<file path="config.mk">
export PLATFORM = sky130hd
export DESIGN_NAME = randomized_set_engine
export DESIGN_NICKNAME = d
export VERILOG_FILES = /design/src/design/rse_pkg.sv /design/src/design/randomized_set_engine.sv /design/src/design/rse_store.sv /design/src/design/rse_mod_unit.sv
export SDC_FILE = /design/constraint.sdc
export NUM_CORES = 2
export LEC_CHECK = 0
export BUFFER_PORTS_ARGS = -buffer_cell sky130_fd_sc_hd__buf_2
export CAP_MARGIN = 0
export CELL_PAD_IN_SITES_DETAIL_PLACEMENT = 1
export CELL_PAD_IN_SITES_GLOBAL_PLACEMENT = 1
export CORE_MARGIN = 3
export CORE_UTILIZATION = 50
export CTS_BUF_LIST = sky130_fd_sc_hd__clkbuf_4 sky130_fd_sc_hd__clkbuf_8
export CTS_CLUSTER_DIAMETER = 200
export DETAILED_ROUTE_END_ITERATION = 16
export MAX_ROUTING_LAYER = met4
export PLACE_DENSITY = 0.87
export SETUP_SLACK_MARGIN = 0.02
export SLEW_MARGIN = 25
export SYNTH_ARGS = -nofsm -noshare
export SYNTH_HDL_FRONTEND = slang
export SYNTH_SLANG_ARGS = --single-unit
</file>
<file path="constraint.sdc">
create_clock -name clk -period 3.5 [get_ports clk]
set_clock_uncertainty 0.05 [all_clocks]
set_input_delay 0.525 -clock clk [delete_from_list [all_inputs] [get_ports clk]]
set_output_delay 0.525 -clock clk [all_outputs]
set_load 0.01 [all_outputs]
</file>
<file path="src/design/rse_pkg.sv">
// rse_pkg: shared types and constants for the randomized set engine
// holds the request and response transfer structs and the request codes
// no dependencies
`default_nettype none

package rse_pkg;

  localparam int unsigned VAL_W  = 32;
  localparam int unsigned RAND_W = 31;
  localparam int unsigned TYPE_W = 2;

  localparam logic [TYPE_W-1:0] REQ_INSERT = 2'd0;
  localparam logic [TYPE_W-1:0] REQ_REMOVE = 2'd1;
  localparam logic [TYPE_W-1:0] REQ_PICK   = 2'd2;

  typedef struct packed {
    logic [TYPE_W-1:0]       req_type;
    logic signed [VAL_W-1:0] item_value;
    logic [RAND_W-1:0]       random_word;
  } req_t;

  typedef struct packed {
    logic                    success;
    logic signed [VAL_W-1:0] picked_value;
    logic                    set_full;
  } rsp_t;

endpackage

`default_nettype wire

</file>
<file path="src/design/randomized_set_engine.sv">
// randomized_set_engine: set of distinct 32-bit values with insert, remove and pick
// top level sequencer, uses rse_pkg, rse_store and rse_mod_unit
//
// requests arrive on req/req_valid/req_stall, results leave on rsp/rsp_valid/rsp_stall;
// a transfer happens when valid is high and stall is low. every request gives
// exactly one response.
// insert and remove scan the member array one entry per cycle through the single
// read port. with the value absent the scan covers every member; a match ends
// the scan early, and remove then moves the last entry into the freed slot.
// pick runs a 31-step serial remainder (random_word mod member_count) and then
// one array read. pick on an empty set and unknown request types go straight
// to the response.
// one request is in flight at a time; req_stall is high while it is being
// worked on. a finished response sits in the output register, and the next
// request may be taken while it waits; if that request finishes before the
// response is taken, it holds until rsp_stall drops.
// reset empties the set (member count zero) and drops rsp_valid; the array
// contents need no clearing since only entries below the count are read.
`default_nettype none

module randomized_set_engine #(
  parameter int unsigned CAPACITY = 64
) (
  input  logic          clk,
  input  logic          rst,
  input  logic          req_valid,
  output logic          req_stall,
  input  rse_pkg::req_t req,
  output logic          rsp_valid,
  input  logic          rsp_stall,
  output rse_pkg::rsp_t rsp
);
  import rse_pkg::*;

  localparam int unsigned CW = $clog2(CAPACITY + 1);
  localparam int unsigned IW = (CAPACITY > 1) ? $clog2(CAPACITY) : 1;

  localparam logic [2:0] S_IDLE    = 3'd0;
  localparam logic [2:0] S_SEARCH  = 3'd1;
  localparam logic [2:0] S_ACT     = 3'd2;
  localparam logic [2:0] S_MOVE    = 3'd3;
  localparam logic [2:0] S_MODWAIT = 3'd4;
  localparam logic [2:0] S_PICKRD  = 3'd5;
  localparam logic [2:0] S_DONE    = 3'd6;

  logic [2:0]       state;
  logic [CW-1:0]    count;
  logic [CW-1:0]    count_dec;
  logic [CW-1:0]    idx;
  logic             pend;
  logic [IW-1:0]    pidx;
  logic [IW-1:0]    slot;
  logic             found;
  req_t             cur;
  rsp_t             res;

  logic             accept;
  logic             hit;
  logic             has_room;
  logic             mod_start;
  logic             mod_done;
  logic [CW-1:0]    mod_rem;
  logic             wr_en;
  logic [IW-1:0]    wr_addr;
  logic [VAL_W-1:0] wr_data;
  logic [IW-1:0]    rd_addr;
  logic [VAL_W-1:0] rd_data;

  assign req_stall = (state != S_IDLE);
  assign accept    = req_valid && !req_stall;
  assign count_dec = count - 1'b1;
  assign has_room  = (count != CW'(CAPACITY));
  assign hit       = pend && (rd_data == $unsigned(cur.item_value));
  assign mod_start = accept && (req.req_type == REQ_PICK) && (count != '0);

  always_comb begin
    case (state)
      S_SEARCH:  rd_addr = idx[IW-1:0];
      S_ACT:     rd_addr = count_dec[IW-1:0];
      S_MODWAIT: rd_addr = mod_rem[IW-1:0];
      default:   rd_addr = idx[IW-1:0];
    endcase
  end

  always_comb begin
    wr_en   = 1'b0;
    wr_addr = count[IW-1:0];
    wr_data = $unsigned(cur.item_value);
    case (state)
      S_ACT: begin
        wr_en = (cur.req_type == REQ_INSERT) && !found && has_room;
      end
      S_MOVE: begin
        wr_en   = 1'b1;
        wr_addr = slot;
        wr_data = rd_data;
      end
      default: begin
        wr_en = 1'b0;
      end
    endcase
  end

  rse_store #(
    .DEPTH (CAPACITY),
    .AW    (IW)
  ) u_store (
    .clk     (clk),
    .wr_en   (wr_en),
    .wr_addr (wr_addr),
    .wr_data (wr_data),
    .rd_addr (rd_addr),
    .rd_data (rd_data)
  );

  rse_mod_unit #(
    .DW (CW)
  ) u_mod (
    .clk      (clk),
    .rst      (rst),
    .start    (mod_start),
    .dividend (req.random_word),
    .divisor  (count),
    .done     (mod_done),
    .rem      (mod_rem)
  );

  always_ff @(posedge clk) begin
    if (rst) begin
      state     <= S_IDLE;
      count     <= '0;
      pend      <= 1'b0;
      rsp_valid <= 1'b0;
    end else begin
      if ((state == S_DONE) && (!rsp_valid || !rsp_stall)) begin
        rsp_valid <= 1'b1;
      end else if (rsp_valid && !rsp_stall) begin
        rsp_valid <= 1'b0;
      end
      case (state)
        S_IDLE: begin
          if (accept) begin
            pend <= 1'b0;
            case (req.req_type)
              REQ_INSERT, REQ_REMOVE: state <= S_SEARCH;
              REQ_PICK: begin
                if (count != '0) begin
                  state <= S_MODWAIT;
                end else begin
                  state <= S_DONE;
                end
              end
              default: state <= S_DONE;
            endcase
          end
        end
        S_SEARCH: begin
          if (hit) begin
            pend  <= 1'b0;
            state <= S_ACT;
          end else if (idx >= count && !pend) begin
            state <= S_ACT;
          end else begin
            pend <= (idx < count);
          end
        end
        S_ACT: begin
          if (cur.req_type == REQ_REMOVE && found) begin
            state <= S_MOVE;
          end else begin
            if (wr_en) begin
              count <= count + 1'b1;
            end
            state <= S_DONE;
          end
        end
        S_MOVE: begin
          count <= count_dec;
          state <= S_DONE;
        end
        S_MODWAIT: begin
          if (mod_done) begin
            state <= S_PICKRD;
          end
        end
        S_PICKRD: begin
          state <= S_DONE;
        end
        S_DONE: begin
          if (!rsp_valid || !rsp_stall) begin
            state <= S_IDLE;
          end
        end
        default: state <= S_IDLE;
      endcase
    end
  end

  always_ff @(posedge clk) begin
    case (state)
      S_IDLE: begin
        if (accept) begin
          cur   <= req;
          res   <= '0;
          idx   <= '0;
          found <= 1'b0;
        end
      end
      S_SEARCH: begin
        if (hit) begin
          found <= 1'b1;
          slot  <= pidx;
        end else if (idx < count) begin
          pidx <= idx[IW-1:0];
          idx  <= idx + 1'b1;
        end
      end
      S_ACT: begin
        if (cur.req_type == REQ_INSERT && !found) begin
          res.success  <= has_room;
          res.set_full <= !has_room;
        end
      end
      S_MOVE: begin
        res.success <= 1'b1;
      end
      S_PICKRD: begin
        res.picked_value <= $signed(rd_data);
      end
      S_DONE: begin
        if (!rsp_valid || !rsp_stall) begin
          rsp <= res;
        end
      end
      default: begin
        res <= res;
      end
    endcase
  end

  a_count_bound: assert property (@(posedge clk) disable iff (rst)
    count <= CW'(CAPACITY))
    else $error("member count above capacity");

  a_count_step: assert property (@(posedge clk) disable iff (rst)
    !$stable(count) |-> (count == $past(count) + 1'b1) || (count == $past(count) - 1'b1))
    else $error("member count moved by more than one");

  a_count_idle: assert property (@(posedge clk) disable iff (rst)
    (state == S_IDLE) |=> $stable(count))
    else $error("member count changed outside a request");

  a_flags_exclusive: assert property (@(posedge clk) disable iff (rst)
    rsp_valid |-> !(rsp.success && rsp.set_full))
    else $error("success and set_full both set");

  a_pick_only_value: assert property (@(posedge clk) disable iff (rst)
    (rsp_valid && (rsp.success || rsp.set_full)) |-> (rsp.picked_value == '0))
    else $error("picked value set on an insert or remove");

endmodule

`default_nettype wire

</file>
<file path="src/design/rse_store.sv">
// rse_store: member array of the randomized set engine
// one write port and one read port with registered read data, uses rse_pkg
`default_nettype none

module rse_store #(
  parameter int unsigned DEPTH = 64,
  parameter int unsigned AW    = 6
) (
  input  logic                      clk,
  input  logic                      wr_en,
  input  logic [AW-1:0]             wr_addr,
  input  logic [rse_pkg::VAL_W-1:0] wr_data,
  input  logic [AW-1:0]             rd_addr,
  output logic [rse_pkg::VAL_W-1:0] rd_data
);
  import rse_pkg::*;

  logic [VAL_W-1:0] mem [DEPTH];

  always_ff @(posedge clk) begin
    if (wr_en) begin
      mem[wr_addr] <= wr_data;
    end
    rd_data <= mem[rd_addr];
  end

endmodule

`default_nettype wire

</file>
<file path="src/design/rse_mod_unit.sv">
// rse_mod_unit: serial remainder unit, one dividend bit per cycle
// restoring scheme with a single shared subtract and compare, uses rse_pkg
`default_nettype none

module rse_mod_unit #(
  parameter int unsigned DW = 7
) (
  input  logic                       clk,
  input  logic                       rst,
  input  logic                       start,
  input  logic [rse_pkg::RAND_W-1:0] dividend,
  input  logic [DW-1:0]              divisor,
  output logic                       done,
  output logic [DW-1:0]              rem
);
  import rse_pkg::*;

  localparam int unsigned NW = $clog2(RAND_W);

  logic              busy;
  logic [NW-1:0]     cnt;
  logic [RAND_W-1:0] quo;
  logic [DW-1:0]     dvs;
  logic [DW:0]       trial;
  logic [DW:0]       diff;
  logic [DW-1:0]     rem_next;

  always_comb begin
    trial = {rem, quo[RAND_W-1]};
    diff  = trial - {1'b0, dvs};
    if (trial >= {1'b0, dvs}) begin
      rem_next = diff[DW-1:0];
    end else begin
      rem_next = trial[DW-1:0];
    end
  end

  always_ff @(posedge clk) begin
    if (rst) begin
      busy <= 1'b0;
      done <= 1'b0;
      cnt  <= '0;
    end else begin
      done <= 1'b0;
      if (start) begin
        busy <= 1'b1;
        cnt  <= NW'(RAND_W - 1);
      end else if (busy) begin
        cnt <= cnt - 1'b1;
        if (cnt == '0) begin
          busy <= 1'b0;
          done <= 1'b1;
        end
      end
    end
  end

  always_ff @(posedge clk) begin
    if (start) begin
      rem <= '0;
      quo <= dividend;
      dvs <= divisor;
    end else if (busy) begin
      rem <= rem_next;
      quo <= {quo[RAND_W-2:0], 1'b0};
    end
  end

  a_rem_below_divisor: assert property (@(posedge clk) disable iff (rst)
    done |-> (rem < dvs))
    else $error("remainder not below divisor");

  a_no_restart_busy: assert property (@(posedge clk) disable iff (rst)
    busy |-> !start)
    else $error("remainder unit restarted while busy");

endmodule

`default_nettype wire

</file>
==> results.sh, run 1 <==
export IMPL_ios=105
export IMPL_avgSynthCellArea_um2=14.1
export IMPL_lastStage="global routing"
export IMPL_endpoint_type="register input"
export IMPL_ys_ff_latch=2266
export IMPL_port_buffers=104
export IMPL_yosysSeqAreaShare=0.753
export IMPL_syn_area_um2=89700
export IMPL_htreeDepth=5
export IMPL_async_flop_share=0
export IMPL_status="stopped before the end"
export IMPL_cts_inserted_buffers=373
export IMPL_ys_warn_count=0
export IMPL_rows=154
export IMPL_gr_total_overflow=199
export IMPL_antenna_found_initial=95
export IMPL_ys_flop_type="edfxtp_1"
export IMPL_die_h_um=429
export IMPL_synthCells=6340
export IMPL_grt_max_degree=124
export IMPL_root_buffer="clkbuf_8"
export IMPL_synth_distinct_cells=78
export IMPL_clock_path_buffers=4
export IMPL_die_x_um=429
export IMPL_synth_top_area_frac=0.740
export IMPL_error="[ERROR GRT-0232] Routing congestion too high. Check the congestion heatmap in the GUI."
export IMPL_dp_hpwl_um=205000
export IMPL_grt_worst_endpoint="u_store.rd_data[26]$_DFF_P_/D"
export IMPL_post_place_ws_ns=-0.724
export IMPL_synth_net_count=6429
export IMPL_cts_sinks=2266
export IMPL_yosysTopAreaCell="edfxtp_1"
export IMPL_synth_edf_count=2208
export IMPL_dp_cells=8913
export IMPL_start_util=0.506
export IMPL_yosys_top_cells_area="edfxtp_1, nand2_1, mux2i_1"
export IMPL_gp_congestion=0.955
export IMPL_track_usage=0.773
## cell usage after synthesis, drive strengths merged (36+ instances only)
master,instances
and3,255
a211oi,202
o21ai,81
edfxtp,2208
a32oi,166
clkbuf,166
nor2,117
xor2,36
nand3,340
a311oi,122
mux2i,175
a21oi,78
buf,271
dfxtp,58
a31oi,214
nand2,1544
## through the flow
step	cell area (um^2)	util
floorplan	89700	-
global placement	98300	0.554
CTS	108000	0.609
detailed placement	98400	0.555
## cells by family after synthesis
group | Yosys count | synth area share
mux | 177 | 0.0198
xor+xnor | 51 | 0.00498
compound gates | 1001 | 0.0816
buf+inv | 463 | 0.0234
fa+ha+maj | 20 | 0.00287
simple gates | 2362 | 0.115
flops | 2266 | 0.753
## repair_timing
| action | CTS |
|---|---|
| hold buffers | 71 |
| setup endpoints to repair | 65 |
| hold endpoints to repair | 93 |
| gates resized for setup | 167 |
| pin swaps | 32 |
| cloned | 19 |
| setup buffers | 27 |
## per-layer routing
metal,GRT overflow,global-route usage
met1,14,0.742
met2,87,0.881
met3,16,0.718
met4,82,0.708
met5,-,-
==> run 2: changes to the inputs <==
Settings changed: CELL_PAD_IN_SITES_DETAIL_PLACEMENT 1 to not set, CELL_PAD_IN_SITES_GLOBAL_PLACEMENT 1 to not set, CORE_UTILIZATION 50 to 35, CTS_BUF_LIST sky130_fd_sc_hd__clkbuf_4 sky130_fd_sc_hd__clkbuf_8 to not set, CTS_CLUSTER_DIAMETER 200 to not set, MAX_ROUTING_LAYER met4 to not set, PLACE_DENSITY 0.87 to not set, PLACE_DENSITY_LB_ADDON set to 0.15, SETUP_SLACK_MARGIN 0.02 to not set.
Clock period 3.5 ns to 4.55 ns, I/O delays scaled along.
==> run 2 against run 1 <==
Effect of this change: synthesized area did not move; synthesized cell count stayed put; the run now ends clean.
==> results.sh, run 2 <==
export IMPL_nNetsFinal=6832
export IMPL_p_leak_nw=35.6
export IMPL_min_to="rsp_valid"
export IMPL_syn_area_um2=89700
export IMPL_gr_total_overflow=0
export IMPL_crit_fanout=29
export IMPL_vias_per_cell=5.62
export IMPL_gp_congestion=0.864
export IMPL_clkLatencyLatePin_ns=0.91
export IMPL_yosys_top_cells_area="edfxtp_1, nand2_1, mux2i_1"
export IMPL_min_path_type="in -> reg"
export IMPL_cp_end_kind="flip-flop"
export IMPL_drc=0
export IMPL_synthCells=6340
export IMPL_maxSlewHeadroom=0.269
export IMPL_drtIter0Drc=6800
export IMPL_yosysSeqAreaShare=0.753
export IMPL_layout_min_cycle_time_ns=4.47
export IMPL_hold_start="rsp_stall"
export IMPL_ys_ff_latch=2266
export IMPL_rsz0062_at_grt="no"
export IMPL_ys_top_cells_by_count="edfxtp_1, nand2_1, nand3_1"
export IMPL_first_global_vias=55800
export IMPL_die_h_um=512
export IMPL_top_register="u_store.mem"
export IMPL_clock_path_buffers=3
export IMPL_fin_cells=10300
export IMPL_drive_above_1_share=0.147
export IMPL_r2r_end="u_store.rd_data[11]"
export IMPL_status="finished, final reports clean"
export IMPL_regToRegSetupSlack_ns=0.08
export IMPL_stdcell_area_um2=106000
export IMPL_max_clock_freq_mhz=224
export IMPL_total_power_mw=87.8
export IMPL_layout_commonest_cell="edfxtp_1"
export IMPL_async_flop_share=0
export IMPL_hold_viol=0
export IMPL_holdWs_ns=0.0997
export IMPL_critPathKind="reg -> reg"
export IMPL_port_buffers=104
export IMPL_drt_pass1_iter_count=5
export IMPL_rows=185
export IMPL_grt_pass1_wl_um=436000
export IMPL_post_cts_buffers=0
export IMPL_wire_per_inst_um=30.1
export IMPL_final_cell_mix="edfxtp_1, nand2_1, nand3_1, buf_4, and3_1"
export IMPL_finalSetupTns_ns=0
export IMPL_yosysTopAreaCell="edfxtp_1"
export IMPL_grt_max_degree=110
export IMPL_worst_r2r_cell_count=13
export IMPL_cts_tree="yes"
export IMPL_track_usage=0.231
export IMPL_synth_distinct_cells=78
export IMPL_cts_inserted_buffers=235
export IMPL_peakVddDrop_mv=0.744
export IMPL_ys_flop_type="edfxtp_1"
export IMPL_power_density_nw_per_um2=829
export IMPL_core_area_um2=254000
export IMPL_setup_viol=0
export IMPL_worst_pin_slew_ns=1.10
export IMPL_synth_net_count=6429
export IMPL_antenna_found_initial=28
export IMPL_cp_data_arrival_time_ns=5.25
export IMPL_place_area_um2=97600
export IMPL_synth_edf_count=2208
export IMPL_root_buffer="clkbuf_16"
export IMPL_reg2reg_from="state[2]"
export IMPL_holdPathStages=3
export IMPL_maxCapViolations=0
export IMPL_wl_um=311000
export IMPL_die_area_um2=262000
export IMPL_cts_sinks=2266
export IMPL_synthMostInstantiatedCell="edfxtp_1"
export IMPL_synth_top_area_frac=0.740
export IMPL_ys_warn_count=0
export IMPL_crit_required_ns=5.33
export IMPL_htreeDepth=4
export IMPL_die_x_um=512
export IMPL_ios=105
export IMPL_avgSynthCellArea_um2=14.1
export IMPL_syn_to_final_growth_pct=18.2
export IMPL_worst_setup_path_start_kind="flip-flop"
export IMPL_dp_cells=9805
export IMPL_drv_slew=0
export IMPL_clkTransAtPathRegs_ns=0.06
export IMPL_dp_hpwl_um=189000
export IMPL_vias=58000
export IMPL_start_util=0.352
export IMPL_largest_register_ffs=2048
export IMPL_period_share=0.983
export IMPL_ant_nets=0
-- run 2: what timing repair did --
action,4_1_cts,5_1_grt
hold endpoints to repair,66,0
endpoints found under the setup margin,4,3
hold buffers,66,0
cloned,0,0
gates resized for setup,5,3
-- run 2: power by group --
part | total [mW] | leakage [nW] | internal (mW) | switching [mW]
sequential | 26.6 | 20.4 | 25.6 | 1.04
clock | 18.9 | 3.67 | 10.7 | 8.24
combinational | 42.2 | 11.5 | 12.5 | 29.7
-- run 2: worst max-delay path by stage --
| stage | slack [ns] | cells past startpoint | startpoint | endpoint |
|---|---|---|---|---|
| 2_1_floorplan | 0.67 | 10 | state[1] | u_store.mem[15][0] |
| 3_3_place_gp | -0.32 | 13 | count[0] | u_store.rd_data[11] |
| 3_5_place_dp | -0.17 | 12 | state[1] | u_store.rd_data[22] |
| 4_1_cts | 0.02 | 13 | state[2] | u_store.rd_data[10] |
| 5_1_grt | 0.01 | 12 | state[2] | u_store.rd_data[9] |
| 6_report | 0.08 | 13 | state[2] | u_store.rd_data[11] |
-- run 2: cells by family (layout without fill, tap and decap cells) --
family | count (synthesis) | count (layout) | synth area share
buffers and inverters | 463 | 1066 | 0.0234
other | 0 | 17 | 0
and+or+nand+nor | 2362 | 2362 | 0.115
muxes | 177 | 177 | 0.0198
DFF | 2266 | 2266 | 0.753
adders and majority gates | 20 | 20 | 0.00287
AOI/OAI and AO/OA | 1001 | 1001 | 0.0816
xor gates and xnor gates | 51 | 51 | 0.00498
-- run 2: cell type report --
type	instances	area (um^2)
fill	23300	148000
sequential	2266	67500
multi-input combinational	3611	20900
clock buffer	304	6290
timing repair buffer	603	5700
tap	3366	4210
clock inverter	133	1240
inverter	26	97.6
antenna	17	42.5
-- run 2: stage by stage --
step / utilization / setup WS, ns
2_1_floorplan: - / 0.667
3_3_place_gp: 0.383 / -0.318
3_5_place_dp: 0.384 / -0.174
4_1_cts: 0.416 / 0.0150
5_1_grt: 0.416 / 0.0137
6_report: 0.416 / 0.0776
-- run 2: worst max-delay path: stages (launching register included) --
cell      delay, ns
dfxtp_2        0.69
buf_4          0.32
nor3_1         0.08
a311oi_1       0.30
buf_4          0.20
and2_4         0.50
buf_4          0.22
buf_4          0.22
a211oi_1       0.11
a311oi_1       0.31
a311oi_1       0.12
buf_4          0.20
o311ai_1       0.83
o21a_1         0.22
-- run 2: per-layer routing --
metal / share of wire / GRT usage / up-vias / wire [um]
li1: - / - / 25100 / -
met1: 0.43 / 0.329 / 30100 / 134000
met2: 0.47 / 0.366 / 2447 / 144000
met3: 0.075 / 0.0343 / 400 / 23200
met4: 0.028 / 0.0686 / 0 / 8620
met5: 0 / 0 / - / 0
Power figures use the tool's default switching activity.
